===== src/rtl/kad_pkg.sv =====
package kad_pkg;

   // Command codes carried in req_tuser
   localparam logic [1:0] CMD_VOFS   = 2'd0;
   localparam logic [1:0] CMD_TRIG   = 2'd1;
   localparam logic [1:0] CMD_TIME   = 2'd2;
   localparam logic [1:0] CMD_SCREEN = 2'd3;

   // Configuration register indexes
   localparam logic [1:0] CSR_HOLD_MS      = 2'd0;
   localparam logic [1:0] CSR_OFFSET_ZERO  = 2'd1;
   localparam logic [1:0] CSR_TRIGGER_ZERO = 2'd2;

   localparam logic [15:0] HOLD_MS_RST      = 16'd500;
   localparam logic [15:0] OFFSET_ZERO_RST  = 16'd500;
   localparam logic [15:0] TRIGGER_ZERO_RST = 16'd500;

   // Acceleration thresholds in ms
   localparam logic [31:0] ACCEL_T1 = 32'd75;
   localparam logic [31:0] ACCEL_T2 = 32'd50;
   localparam logic [31:0] ACCEL_T3 = 32'd25;

   localparam int KNOB_SLOTS_DEF = 4;

   localparam int HOLD_SLOTS = 4;
   localparam logic [1:0] HOLD_TIME_IDX = 2'd3;
   localparam logic [1:0] HOLD_LAST_CH  = 2'd2;

   localparam int CMD_W      = 2;
   localparam int CSR_IDX_W  = 2;
   localparam int VAL_W      = 16;
   localparam int REQ_DATA_W = 64;
   localparam int SCALED_W   = 11;

   // Outcome of one event: result and hold-table update
   typedef struct packed {
      logic              apply;
      logic [VAL_W-1:0]  new_value;
      logic              start_we;
      logic              vld_we;
      logic              vld_val;
   } kad_upd_type;

endpackage


===== src/rtl/knob_accel_zero_detent.sv =====
// Knob acceleration with zero detent.
// req channel: one knob event per transaction. req_tuser carries the command
// (vertical offset, trigger level, time offset, screen shift); req_tdata packs
// knob slot, channel, signed step, current setting and the ms timestamp.
// rsp channel: one result per event. rsp_tuser is the apply flag, rsp_tdata
// the new setting (or relative shift for screen shift), zero when refused.
// csr channel: writes hold_ms, offset_zero and trigger_zero; always ready.
// Write it only while no event is in flight.
// The result passes through the compute stage into the output register. One
// event per cycle is sustained while the receiver does not stall: the
// last-event-time and hold-start memories are read at accept and written
// back when the compute stage advances, and a read that meets a write to the
// same entry on the same edge takes the forwarded value.
// Reset clears all last-event times to zero, drops every detent hold and
// loads the registers with 500. When the receiver stalls, the result waits
// in the output register, the event behind it waits in the compute stage,
// and req_tready drops only once both are full.
module knob_accel_zero_detent #(
   parameter int KNOB_SLOTS = kad_pkg::KNOB_SLOTS_DEF
) (
   input  logic                              clock,
   input  logic                              reset,
   input  logic                              req_tvalid,
   output logic                              req_tready,
   // tuser: command[1:0]
   input  logic [kad_pkg::CMD_W-1:0]         req_tuser,
   // tdata: knob[1:0], channel[3:2], step[11:4], current_value[27:12],
   //        now_ms[59:28], zero fill[63:60]
   input  logic [kad_pkg::REQ_DATA_W-1:0]    req_tdata,
   output logic                              rsp_tvalid,
   input  logic                              rsp_tready,
   // tuser: apply[0]
   output logic                              rsp_tuser,
   // tdata: new_value[15:0]
   output logic [kad_pkg::VAL_W-1:0]         rsp_tdata,
   input  logic                              csr_valid,
   output logic                              csr_ready,
   input  logic [kad_pkg::CSR_IDX_W-1:0]     csr_index,
   input  logic [15:0]                       csr_wdata
);
   import kad_pkg::*;

   localparam int SLOT_W = (KNOB_SLOTS > 1) ? $clog2(KNOB_SLOTS) : 1;

   // Configuration registers
   logic [15:0] hold_ms_ff;
   logic [15:0] offset_zero_ff;
   logic [15:0] trigger_zero_ff;

   // Request field unpacking
   logic [1:0]         in_knob;
   logic [1:0]         in_channel;
   logic signed [7:0]  in_step;
   logic signed [15:0] in_cur;
   logic [31:0]        in_now;

   // Compute stage
   logic                s1_valid_ff;
   logic [CMD_W-1:0]    s1_cmd_ff;
   logic signed [7:0]   s1_step_ff;
   logic signed [15:0]  s1_cur_ff;
   logic [31:0]         s1_now_ff;
   logic [SLOT_W-1:0]   s1_slot_ff;
   logic [1:0]          s1_hidx_ff;
   logic [31:0]         lt_rd_ff;
   logic [31:0]         hs_rd_ff;

   // State memories and their valid bits
   logic [31:0]           lt_mem [KNOB_SLOTS];
   logic [KNOB_SLOTS-1:0] knob_vld_ff;
   logic [31:0]           hs_mem [HOLD_SLOTS];
   logic [HOLD_SLOTS-1:0] hold_vld_ff;

   // Output register
   logic             rsp_valid_ff;
   logic             rsp_apply_ff;
   logic [VAL_W-1:0] rsp_value_ff;

   logic              req_acc;
   logic              s1_adv;
   logic [4:0]        slot_wide;
   logic [SLOT_W-1:0] in_slot;
   logic [1:0]        in_hidx;
   kad_upd_type       upd;

   assign in_knob    = req_tdata[1:0];
   assign in_channel = req_tdata[3:2];
   assign in_step    = req_tdata[11:4];
   assign in_cur     = req_tdata[27:12];
   assign in_now     = req_tdata[59:28];

   // Handshake: advance the compute stage when the output register frees up
   assign s1_adv     = s1_valid_ff && (!rsp_valid_ff || rsp_tready);
   assign req_tready = !s1_valid_ff || s1_adv;
   assign req_acc    = req_tvalid && req_tready;
   assign csr_ready  = 1'b1;

   assign rsp_tvalid = rsp_valid_ff;
   assign rsp_tuser  = rsp_apply_ff;
   assign rsp_tdata  = rsp_value_ff;

   // Knob slot: wrap the knob number into the slot range
   always_comb begin
      slot_wide = {3'b000, in_knob};
      for (int i = 0; i < 3; i++) begin
         if (slot_wide >= 5'(KNOB_SLOTS)) begin
            slot_wide = slot_wide - 5'(KNOB_SLOTS);
         end
      end
   end
   assign in_slot = slot_wide[SLOT_W-1:0];

   // Hold entry: channels share with trigger, time offset has its own
   always_comb begin
      case (req_tuser)
         CMD_TIME, CMD_SCREEN: begin
            in_hidx = HOLD_TIME_IDX;
         end
         default: begin
            in_hidx = (in_channel > HOLD_LAST_CH) ? HOLD_LAST_CH : in_channel;
         end
      endcase
   end

   // Configuration writes
   always_ff @(posedge clock) begin
      if (reset) begin
         hold_ms_ff      <= HOLD_MS_RST;
         offset_zero_ff  <= OFFSET_ZERO_RST;
         trigger_zero_ff <= TRIGGER_ZERO_RST;
      end else if (csr_valid) begin
         case (csr_index)
            CSR_HOLD_MS:      hold_ms_ff      <= csr_wdata;
            CSR_OFFSET_ZERO:  offset_zero_ff  <= csr_wdata;
            CSR_TRIGGER_ZERO: trigger_zero_ff <= csr_wdata;
            default: begin
            end
         endcase
      end
   end

   // Compute stage control
   always_ff @(posedge clock) begin
      if (reset) begin
         s1_valid_ff <= 1'b0;
      end else if (req_acc) begin
         s1_valid_ff <= 1'b1;
      end else if (s1_adv) begin
         s1_valid_ff <= 1'b0;
      end
   end

   // Capture payload; read both memories, forward a same-edge write-back
   always_ff @(posedge clock) begin
      if (req_acc) begin
         s1_cmd_ff  <= req_tuser;
         s1_step_ff <= in_step;
         s1_cur_ff  <= in_cur;
         s1_now_ff  <= in_now;
         s1_slot_ff <= in_slot;
         s1_hidx_ff <= in_hidx;
         if (s1_adv && (s1_slot_ff == in_slot)) begin
            lt_rd_ff <= s1_now_ff;
         end else if (knob_vld_ff[in_slot]) begin
            lt_rd_ff <= lt_mem[in_slot];
         end else begin
            lt_rd_ff <= '0;
         end
         if (s1_adv && upd.start_we && (s1_hidx_ff == in_hidx)) begin
            hs_rd_ff <= s1_now_ff;
         end else begin
            hs_rd_ff <= hs_mem[in_hidx];
         end
      end
   end

   // Memory write-back
   always_ff @(posedge clock) begin
      if (s1_adv) begin
         lt_mem[s1_slot_ff] <= s1_now_ff;
         if (upd.start_we) begin
            hs_mem[s1_hidx_ff] <= s1_now_ff;
         end
      end
   end

   // Valid bits: an unwritten knob slot reads as zero, a cleared hold is off
   always_ff @(posedge clock) begin
      if (reset) begin
         knob_vld_ff <= '0;
         hold_vld_ff <= '0;
      end else if (s1_adv) begin
         knob_vld_ff[s1_slot_ff] <= 1'b1;
         if (upd.vld_we) begin
            hold_vld_ff[s1_hidx_ff] <= upd.vld_val;
         end
      end
   end

   kad_calc u_calc (
      .cmd          (s1_cmd_ff),
      .step         (s1_step_ff),
      .cur          (s1_cur_ff),
      .now_ms       (s1_now_ff),
      .last_time    (lt_rd_ff),
      .hold_start   (hs_rd_ff),
      .hold_valid   (hold_vld_ff[s1_hidx_ff]),
      .hold_ms      (hold_ms_ff),
      .offset_zero  (offset_zero_ff),
      .trigger_zero (trigger_zero_ff),
      .upd          (upd)
   );

   // Output register: load on advance, drop once taken
   always_ff @(posedge clock) begin
      if (reset) begin
         rsp_valid_ff <= 1'b0;
      end else if (s1_adv) begin
         rsp_valid_ff <= 1'b1;
      end else if (rsp_tready) begin
         rsp_valid_ff <= 1'b0;
      end
   end

   always_ff @(posedge clock) begin
      if (s1_adv) begin
         rsp_apply_ff <= upd.apply;
         rsp_value_ff <= upd.new_value;
      end
   end

endmodule


===== src/rtl/kad_calc.sv =====
module kad_calc (
   input  logic [kad_pkg::CMD_W-1:0]  cmd,
   input  logic signed [7:0]          step,
   input  logic signed [15:0]         cur,
   input  logic [31:0]                now_ms,
   input  logic [31:0]                last_time,
   input  logic [31:0]                hold_start,
   input  logic                       hold_valid,
   input  logic [15:0]                hold_ms,
   input  logic [15:0]                offset_zero,
   input  logic [15:0]                trigger_zero,
   output kad_pkg::kad_upd_type       upd
);
   import kad_pkg::*;

   logic [31:0]                 delta;
   logic [31:0]                 hold_age;
   logic signed [SCALED_W-1:0]  step_x;
   logic signed [SCALED_W-1:0]  scaled;
   logic signed [SCALED_W-1:0]  scaled_nz;
   logic [15:0]                 zero16;
   logic signed [17:0]          zero_x;
   logic signed [17:0]          cur_x;
   logic signed [17:0]          sum_x;
   logic                        cross_lin;
   logic signed [15:0]          wsum;
   logic                        cross_time;
   logic [15:0]                 result;
   logic                        at_zero;

   assign delta    = now_ms - last_time;
   assign hold_age = now_ms - hold_start;
   assign step_x   = {{(SCALED_W-8){step[7]}}, step};

   // Acceleration 1..4 from time since this knob's last event
   always_comb begin
      if (delta > ACCEL_T1) begin
         scaled = step_x;
      end else if (delta > ACCEL_T2) begin
         scaled = step_x <<< 1;
      end else if (delta > ACCEL_T3) begin
         scaled = step_x + (step_x <<< 1);
      end else begin
         scaled = step_x <<< 2;
      end
   end

   assign scaled_nz = (scaled == '0) ? SCALED_W'(1) : scaled;

   // Vertical offset and trigger level: crossing tested on the unwrapped sum
   assign zero16    = (cmd == CMD_VOFS) ? offset_zero : trigger_zero;
   assign zero_x    = $signed({2'b00, zero16});
   assign cur_x     = {{2{cur[15]}}, cur};
   assign sum_x     = cur_x + {{(18-SCALED_W){scaled[SCALED_W-1]}}, scaled};
   assign cross_lin = ((cur_x > zero_x) && (sum_x < zero_x)) ||
                      ((cur_x < zero_x) && (sum_x > zero_x));

   // Time offset: wrap first, then test against zero
   assign wsum       = cur + {{(16-SCALED_W){scaled_nz[SCALED_W-1]}}, scaled_nz};
   assign cross_time = ((cur > 16'sd0) && (wsum < 16'sd0)) ||
                       ((cur < 16'sd0) && (wsum > 16'sd0));

   always_comb begin
      result  = '0;
      at_zero = 1'b0;
      case (cmd)
         CMD_VOFS, CMD_TRIG: begin
            result  = cross_lin ? zero16 : sum_x[15:0];
            at_zero = (result == zero16);
         end
         CMD_TIME: begin
            result  = cross_time ? 16'd0 : wsum;
            at_zero = (result == 16'd0);
         end
         CMD_SCREEN: begin
            result  = {{(16-SCALED_W){scaled_nz[SCALED_W-1]}}, scaled_nz};
            at_zero = 1'b0;
         end
         default: begin
            result  = '0;
            at_zero = 1'b0;
         end
      endcase
   end

   // Detent hold check
   always_comb begin
      upd.apply    = 1'b1;
      upd.start_we = 1'b0;
      upd.vld_we   = 1'b0;
      upd.vld_val  = 1'b0;
      if (cmd != CMD_SCREEN) begin
         if (at_zero) begin
            upd.start_we = 1'b1;
            upd.vld_we   = 1'b1;
            upd.vld_val  = 1'b1;
         end else if (hold_valid) begin
            if (hold_age > {16'd0, hold_ms}) begin
               upd.vld_we  = 1'b1;
               upd.vld_val = 1'b0;
            end else begin
               upd.apply = 1'b0;
            end
         end
      end
      upd.new_value = upd.apply ? result : '0;
   end

endmodule


===== config.mk =====
export PLATFORM = sky130hd
export DESIGN_NAME = knob_accel_zero_detent
export DESIGN_NICKNAME = d
export VERILOG_FILES = /design/src/rtl/kad_pkg.sv /design/src/rtl/knob_accel_zero_detent.sv /design/src/rtl/kad_calc.sv
export SDC_FILE = /design/constraint.sdc
export NUM_CORES = 1
export LEC_CHECK = 0
export ABC_CLOCK_PERIOD_IN_PS = 8000
export BUFFER_PORTS_ARGS = -buffer_cell sky130_fd_sc_hd__buf_2
export CAP_MARGIN = 10
export CELL_PAD_IN_SITES_DETAIL_PLACEMENT = 1
export CELL_PAD_IN_SITES_GLOBAL_PLACEMENT = 1
export CORE_ASPECT_RATIO = 1.4
export CORE_MARGIN = 1
export CORE_UTILIZATION = 46
export DETAILED_ROUTE_END_ITERATION = 8
export GPL_TIMING_DRIVEN = 1
export PLACE_DENSITY_LB_ADDON = 0.08
export SLEW_MARGIN = 20
export SYNTH_ARGS = -nofsm -noshare
export SYNTH_HDL_FRONTEND = slang
export SYNTH_SLANG_ARGS = --single-unit

===== constraint.sdc =====
create_clock -name clock -period 8 [get_ports clock]
set_input_delay 1.6 -clock clock [delete_from_list [all_inputs] [get_ports clock]]
set_output_delay 1.6 -clock clock [all_outputs]
set_load 0.02 [all_outputs]

# Word-level counts from Yosys, hierarchy flattened
# Memory sizes are Yosys's and may differ from the RTL's. A register that Yosys moved wholly into a read port is not among the register bits.
# Index checks and enable logic that the tools add are counted.
op_classes:
  n_reduce_logical: 27
  bitwise: 1
  muxes: 40
  magnitude_cmp: 18
  n_eq_ne: 10
  add_sub_neg: 5
ops:
  columns: ["operator", "n"]
  rows:
  - ["$mux W32", 2]
  - ["$sub A32 B32 Y32", 2]
  - ["$mux W16", 3]
  - ["$pmux W16 S3", 1]
  - ["$mux W11", 4]
  - ["$gt A16 B1 Y1 const B", 2]
  - ["$gt A32 B16 Y1", 1]
  - ["$gt A32 B5 Y1 const B", 1]
  - ["$gt A32 B6 Y1 const B", 1]
  - ["$gt A32 B7 Y1 const B", 1]
  - ["$lt A16 B1 Y1 const B", 2]
  - ["$gt A18 B17 Y1", 1]
  - ["$lt A18 B17 Y1", 1]
  - ["$mux W1", 18]
  - ["$add A16 B11 Y17", 1]
  - ["$gt A16 B17 Y1", 1]
  - ["$lt A16 B17 Y1", 1]
  - ["$add A16 B16 Y16", 1]
  - ["$eq A16 B16 Y1", 1]
  - ["$logic_not A16 Y1", 1]
  - ["$logic_not A11 Y1", 1]
  - ["$add A8 B9 Y10", 1]
  - ["$eq A2 B2 Y1 const B", 5]
  - ["$mux W2", 5]
  - ["other kinds (19)", 43]
totals:
  n_memories: 2
  inputBits: 89
  reg_bits: 169
  out_inout_bits: 20
  ram_bits: 256
memory_table:
  columns: ["name", "words", "word_bits", "rd", "rd_ports_with_merged_regs", "wr", "line_no", "text"]
  rows:
  - ["hs_mem", 4, 32, 1, 1, 1, "knob_accel_zero_detent.sv:71", "logic [31:0] hs_mem [HOLD_SLOTS];"]
  - ["lt_mem", 4, 32, 1, 0, 1, "knob_accel_zero_detent.sv:69", "logic [31:0] lt_mem [KNOB_SLOTS];"]

# Logic depth before layout (Yosys ltp)
logic_depth:
  depth_word: 19
  ltp_mapped: 36
  depth_no_buf: 33

# Modules after synthesis
# Synthesis repeated with hierarchy kept, for this count alone.
hier_totals:
  hier_cells: 2184
  area_unflattened_um2: 25298.0
by_module_without_submodules:
  columns: ["module", "cells_per_inst", "n_inst", "seq_area_each_um2", "area_per_inst_um2"]
  rows:
  - ["knob_accel_zero_detent", 912, 1, 13142.6, 16579.7]
  - ["kad_calc", 1272, 1, 0.0, 8718.4]

# Least setup slack after synthesis
# Ideal clock, no wire load.
synth_timing:
  path_type: "register -> register"
  from: "reg s1_now_ff[0]"
  to: "mem hs_mem[1][0] (enable)"
  synth_period_minus_slack_ps: 8469
  setup_ps: 387
  path_slack_ps: -469
  t_arrival_ps: 8083
  path_stages_with_launch: 32
  path_cell_list: "edfxtp_1 inv_1 ha_1 inv_1 fa_1 a211oi_2 o31ai_2 o21ai_2 o21ai_1 or4_1 o21a_1 or4_4 nor4_4 mux2_2 ha_1 clkbuf_1 a211oi_1 o31ai_1 a311oi_2 o21ai_0 xnor2_1 ha_1 a21o_1 a21oi_1 o21ai_0 a21oi_1 o21ai_0 nand3_1 mux2i_1 a311oi_2 or4_1 inv_1"
synth_via:
  elab_chain_cells: 19
synth_lines:
  columns: ["element", "line_no", "text"]
  rows:
  - ["start: declaration", "knob_accel_zero_detent.sv:62", "logic [31:0] s1_now_ff;"]
  - ["start signal: assignment", "knob_accel_zero_detent.sv:159", "s1_now_ff <= in_now;"]
  - ["$sub A32 B32 Y32 *", "kad_calc.sv:31", "assign delta = now_ms - last_time;"]
  - ["$gt A32 B5 Y1", "kad_calc.sv:41", "end else if (delta > ACCEL_T3) begin"]
  - ["$mux W11", "kad_calc.sv:41", null]
  - ["$mux W11", "kad_calc.sv:39", "end else if (delta > ACCEL_T2) begin"]
  - ["$mux W11 *", "kad_calc.sv:37", "if (delta > ACCEL_T1) begin"]
  - ["$logic_not A11 Y1", "kad_calc.sv:48", "assign scaled_nz = (scaled == '0) ? SCALED_W'(1) : scaled;"]
  - ["$mux W11", "kad_calc.sv:48", null]
  - ["$add A16 B16 Y16", "kad_calc.sv:59", "assign wsum = cur + {{(16-SCALED_W){scaled_nz[SCALED_W-1]}}, scaled_nz};"]
  - ["[3 not listed]", null, null]
  - ["$mux W16", "kad_calc.sv:72", "result = cross_time ? 16'd0 : wsum;"]
  - ["$logic_not A16 Y1", "kad_calc.sv:73", "at_zero = (result == 16'd0);"]
  - ["$pmux W1 S3 *", "kad_calc.sv:66", "case (cmd)"]
  - ["$mux W1 *", "kad_calc.sv:93", "if (at_zero) begin"]
  - ["$mux W3 *", "kad_calc.sv:92", "if (cmd != CMD_SCREEN) begin"]
  - ["$mux W1 *", "knob_accel_zero_detent.sv:181", "if (upd.start_we) begin"]
  - ["$mux W1 *", "knob_accel_zero_detent.sv:179", "if (s1_adv) begin"]
  - ["$mux W1 (not written as such) *", "knob_accel_zero_detent.sv:182", "hs_mem[s1_hidx_ff] <= s1_now_ff;"]
  - ["end: declaration", "knob_accel_zero_detent.sv:71", null]
# Every way passes the cells marked *; elsewhere a longest branch is shown, timed or not.

# Worst setup path in the final report
layout_timing:
  from: "reg s1_now_ff[0]"
  to: "reg rsp_value_ff[8] (netlist: rsp_tdata[8]) (data pin)"
layout_via:
  elab_chain_cells: 16
layout_lines:
  columns: ["element", "line_no", "text"]
  rows:
  - ["$sub A32 B32 Y32", "kad_calc.sv:31", null]
  - ["$gt A32 B5 Y1", "kad_calc.sv:41", null]
  - ["$mux W11", "kad_calc.sv:41", null]
  - ["$mux W11", "kad_calc.sv:39", null]
  - ["$mux W11", "kad_calc.sv:37", null]
  - ["$logic_not A11 Y1", "kad_calc.sv:48", null]
  - ["$mux W11", "kad_calc.sv:48", null]
  - ["$add A16 B16 Y16", "kad_calc.sv:59", null]
  - ["$lt A16 B1 Y1 / $gt A16 B1 Y1 (equally long branches)", "kad_calc.sv:60, kad_calc.sv:61", null]
  - ["$logic_and A1 B1 Y1 (on tied branches)", "kad_calc.sv:60, kad_calc.sv:61", null]
  - ["$logic_or A1 B1 Y1", "kad_calc.sv:60", "assign cross_time = ((cur > 16'sd0) && (wsum < 16'sd0)) ||"]
  - ["$mux W16", "kad_calc.sv:72", null]
  - ["$logic_not A16 Y1", "kad_calc.sv:73", null]
  - ["$pmux W1 S3", "kad_calc.sv:66", null]
  - ["$mux W1", "kad_calc.sv:93", null]
  - ["$mux W1", "kad_calc.sv:92", null]
  - ["end signal: assignment", "knob_accel_zero_detent.sv:228", "rsp_value_ff <= upd.new_value;"]
  - ["end: declaration", "knob_accel_zero_detent.sv:77", "logic [VAL_W-1:0] rsp_value_ff;"]
# Parallel ways exist; a longest one is shown, timed or not.
# A chain may end at the register's enable or synchronous reset.

==> impl_summary.log <==
[metrics] outcome: finished, violations left
[metrics] violated checks: negative setup slack
[metrics] fraction of met2 tracks used by global routing: 55.9%
[metrics] vertical die dimension: about 280 um
[metrics] net count reported at finish: roughly 2800
[metrics] most instantiated flip-flop cell in the synthesis netlist: sky130_fd_sc_hd__edfxtp_1
[metrics] post-synthesis cell type with the largest combined area: sky130_fd_sc_hd__edfxtp_1
[metrics] fraction of synthesis flops using an asynchronous set or reset pin: 0%
[metrics] switching pwr: 1.87 mW
[metrics] Post-Synthesis Net Count: between 2000 and 2500
[metrics] RePlAce Congestion: 0.927
[metrics] cell area reported after detailed placement: between 20000 and 30000 um2
[metrics] leakage power figure: 12.2 nW
[metrics] antenna-violating nets left: 0
[metrics] number of enable flip-flop cells after synthesis: 399
[metrics] Total Wirelength: approximately 83 mm
[metrics] layer with the highest usage after global routing: met2
[metrics] number of port buffers: 103
[metrics] GR met3 Demand/Resource: 3.45%
[metrics] clock tree from TritonCTS: done
[metrics] Syn Std Cell Area: about 25000 um2
[metrics] post-route cell area: 31400 um2
[metrics] setup repair after global routing missed its margin: yes
[metrics] Worst Hold Class: reg -> reg
[metrics] CTS root buf: sky130_fd_sc_hd__clkbuf_16
[metrics] clock transition at the registers of the reported paths: around 60 ps
[metrics] clock network power share: 34.1%
[metrics] cell repeated most along the worst path: sky130_fd_sc_hd__buf_4
[metrics] Setup Total Neg Slack: -78.4 ps
[metrics] cell internal power dissipation: 4.59 mW
[metrics] number of top-level pins: 109
[metrics] fraction of power consumed by combinational cells: between 20% and 30%
[metrics] HPWL after DPL: 57.1 mm
[metrics] largest fanout on the critical path: 8
[metrics] global routing usage on met1: 32.5%
[metrics] share of the yosys chip area belonging to registers: 52.5%
[metrics] Core ar.: 53400 um2
[metrics] fill cell instance count of the final layout: approximately 5600
[metrics] Data required, critical path: 8320 ps
[metrics] violation count after the first detailed-route iteration: 910
[metrics] global-route wire length before repair: 124 mm
[metrics] actual transition at the worst max-transition pin: 1150 ps
[metrics] count of max-cap constraint violations: 0
[metrics] area of combinational cells with multiple inputs: around 12000 um2
[metrics] post-DR vias/cell: 5.83
[metrics] total global-route track usage: approximately 30%
[metrics] Yosys warning count: 0
[metrics] Yosys top cell area share: 47.8%
[metrics] number of buffers on the longest clock path: 3
[metrics] relative slew slack: 23.4%
[metrics] total congestion overflow: 0
[metrics] Startpoint Class: register
[metrics] Largest stage delay, worst path: around 400 ps
[metrics] number of instances in the synthesized netlist: between 2000 and 2500
[metrics] overall die width: 199 um
[metrics] H-tree level count: 2
[metrics] largest net degree at the start of global routing: 68
[metrics] Area Overhead vs Synth: 25.2%
[metrics] number of global-route vias before repair: 21200
[metrics] pwr dens: 206 nW/um2
[metrics] initial antenna violation count: 1
[metrics] sequential cell area in the final layout: between 10000 and 15000 um2
[metrics] number of search-and-repair iterations in the first detailed-routing pass: 7
[metrics] clock latency of the later-clocked register in the worst-skew pair: 610 ps
[metrics] count of final max-slew check failures: 0
[metrics] kind of end point of the critical path: register
[metrics] cell row count: 100
[metrics] average footprint of a synthesized cell: about 11 um2
[metrics] clock buffers created by TritonCTS: 47
[metrics] post-layout min period: 8020 ps
[metrics] # DRC: 0
[metrics] ranking of synthesized cells by area: sky130_fd_sc_hd__edfxtp_1 (48%), sky130_fd_sc_hd__ha_1 (7.1%), sky130_fd_sc_hd__dfxtp_1 (4.6%)
[metrics] slowest library cell on the worst path: sky130_fd_sc_hd__edfxtp_1
[metrics] Worst EP arrival: 8350 ps
[metrics] Switching Share: 28.9%
[metrics] highest attainable clock frequency: ~120 MHz
[metrics] maximum vdd drop: 214 uV
[metrics] Starting Density: 46.9%
[metrics] sequential fraction of design power: 42.6%
[metrics] number of failing hold endpoints at the final stage: 0
[metrics] average wire per standard cell: 24.8 um
[metrics] clock skew after layout: 46.2 ps
[metrics] library cells used by synthesis: 91
[metrics] share of post-route cells with drive strength above 1: 27.3%
[metrics] via count: 19400
[metrics] setup ws final: -23.4 ps
[metrics] die outline area: 55400 um2
[metrics] count of state elements after synthesis: 457
[metrics] number of failing setup endpoints in the final timing report: 10
[metrics] critical path class: reg -> reg
[metrics] post-route clock period utilization: 100%
[metrics] CTS Sinks: 457
==> worst max-delay path, delay by kind of cell, from the launching register on <==
| kind | cells | cell delay [ps] |
|---|---|---|
| compound gates | 14 | 3080 |
| xor+xnor | 1 | 180 |
| fa+ha+maj | 4 | 1110 |
| buf+inv | 8 | 1090 |
| flops | 1 | 400 |
| mux | 2 | 510 |
| simple gates | 7 | 1360 |
==> logic make-up after synthesis <==
| kind of cell | count (synthesis) | share of synthesized area [%] |
|---|---|---|
| AND/OR/NAND/NOR | 589 | 11.4 |
| AO/OA/AOI/OAI | 541 | 14.3 |
| flip-flops | 457 | 52.5 |
| buffers and inverters | 219 | 3.43 |
| adder cells (fa/ha/maj) | 148 | 7.54 |
| multiplexers | 146 | 7.75 |
| XOR/XNOR | 88 | 3.13 |
| other | 1 | 0.0150 |
==> power groups by stage <==
stage	combinational [mW]	clock, mW	sequential, mW
after floorplan	0.791	0	2.80
after global placement	1.31	0	2.79
final	1.50	2.20	2.75
after global routing	1.62	2.32	2.76
after detailed placement	1.36	0	2.80
after CTS	1.42	2.25	2.75
==> cells in the mapped netlist (all sizes together), types with 7 or more instances <==
| master | number |
|---|---|
| and2 | 13 |
| a21boi | 7 |
| o21a | 19 |
| a221oi | 14 |
| xor2 | 28 |
| o31ai | 10 |
| ha | 143 |
| inv | 131 |
| o211ai | 10 |
| nor3 | 32 |
| clkbuf | 66 |
| or4 | 11 |
| nor2 | 149 |
| nand3b | 18 |
| and3 | 11 |
| or2 | 7 |
| o221a | 7 |
| xnor2 | 59 |
| and4 | 8 |
| nand2b | 16 |
| a22o | 32 |
| nor2b | 19 |
| a31oi | 8 |
| o21ai | 114 |
| nand4 | 23 |
| o21bai | 14 |
| a211o | 15 |
| nor4 | 15 |
| a21o | 27 |
| a21oi | 171 |
| buf | 22 |
| dfxtp | 58 |
| mux4 | 34 |
| a211oi | 24 |
| nand2 | 209 |
| edfxtp | 399 |
| nand3 | 35 |
| mux2i | 68 |
| mux2 | 44 |
==> layout by cell type, fill, tap and decap left out, types with 9 or more instances in the layout <==
cell,instances
sky130_fd_sc_hd__edfxtp_1,399
sky130_fd_sc_hd__buf_4,283
sky130_fd_sc_hd__nand2_1,208
sky130_fd_sc_hd__a21oi_1,169
sky130_fd_sc_hd__ha_1,132
sky130_fd_sc_hd__nor2_1,131
sky130_fd_sc_hd__inv_1,123
sky130_fd_sc_hd__buf_2,103
sky130_fd_sc_hd__o21ai_0,100
sky130_fd_sc_hd__mux2i_1,63
sky130_fd_sc_hd__dfxtp_1,58
sky130_fd_sc_hd__xnor2_1,55
sky130_fd_sc_hd__clkbuf_16,53
sky130_fd_sc_hd__mux2_4,34
sky130_fd_sc_hd__mux4_2,34
sky130_fd_sc_hd__nand3_1,32
sky130_fd_sc_hd__a22o_1,32
sky130_fd_sc_hd__xor2_1,28
sky130_fd_sc_hd__nor3_1,28
sky130_fd_sc_hd__a21o_1,27
sky130_fd_sc_hd__nand4_1,23
sky130_fd_sc_hd__o21a_1,19
sky130_fd_sc_hd__a211oi_1,19
sky130_fd_sc_hd__nand3b_1,18
sky130_fd_sc_hd__nor2b_1,17
sky130_fd_sc_hd__nor2_4,17
sky130_fd_sc_hd__nand2b_1,16
sky130_fd_sc_hd__a211o_1,15
sky130_fd_sc_hd__buf_6,14
sky130_fd_sc_hd__o21bai_1,13
sky130_fd_sc_hd__buf_12,13
sky130_fd_sc_hd__nor4_1,12
sky130_fd_sc_hd__clkbuf_1,12
sky130_fd_sc_hd__and2_1,11
sky130_fd_sc_hd__a221oi_1,11
sky130_fd_sc_hd__o211ai_1,10
sky130_fd_sc_hd__mux2_2,10
sky130_fd_sc_hd__and3_1,9
sky130_fd_sc_hd__ha_4,9
==> flip-flops by register name, indices dropped and copies added, names as in the netlist <==
register         count
rsp_tdata           16
s1_valid_ff          1
knob_vld_ff          4
s1_cur_ff           16
lt_rd_ff            32
s1_step_ff           8
hs_rd_ff            32
s1_slot_ff           2
s1_cmd_ff            2
s1_hidx_ff           2
hs_mem             128
hold_ms_ff          16
trigger_zero_ff     16
rsp_tuser            1
offset_zero_ff      16
rsp_tvalid           1
hold_vld_ff          4
s1_now_ff           32
lt_mem             128
==> final cells by class <==
| cell class | instances | share of cell area [%] |
|---|---|---|
| sequential | 457 | 41.9 |
| timing repair buffer | 429 | 11.0 |
| inverter | 131 | 1.62 |
| clock inverter | 27 | 0.929 |
| tap | 714 | 2.85 |
| clock buffer | 61 | 3.95 |
| multi-input combinational | 1513 | 37.8 |
| antenna | 1 | 0.00798 |
==> through the flow <==
| step | utilization [%] | hold WS (ps) | cells | total power, mW | setup slack (ps) |
|---|---|---|---|---|---|
| floorplan | - | 433 | 2189 | 3.59 | 8.24 |
| global placement | 53.0 | 442 | 3188 | 4.11 | -365 |
| detailed placement | 53.0 | 454 | 3188 | 4.16 | -503 |
| CTS | 57.3 | 462 | 3311 | 6.42 | -38.5 |
| global route | 58.7 | 481 | 3332 | 6.70 | -267 |
| finish | 58.7 | 459 | 3333 | 6.46 | -23.4 |
==> what timing repair did <==
item	in CTS	in global routing
gates cloned	7	7
pin swaps	40	35
hold buffers	0	0
buffers inserted	32	17
setup endpoints to repair	178	179
resized for setup	86	113
==> path summary, 6_finish.rpt <==
kind,start,to,slack (ps),cells after the start
max,s1_now_ff[0],rsp_tdata[8],-20,36
max reg2reg,s1_now_ff[0],rsp_tdata[8],-20,36
min reg2reg,trigger_zero_ff[13],trigger_zero_ff[13],460,2
min,trigger_zero_ff[13],trigger_zero_ff[13],460,2
==> layer usage <==
layer | wire, um | share of wire (%)
met5 | 0 | 0
met4 | 4340 | 5.2
met3 | 2510 | 3.0
met2 | 44700 | 54
met1 | 31200 | 38
Note: power is estimated with default switching activity, not from simulation.
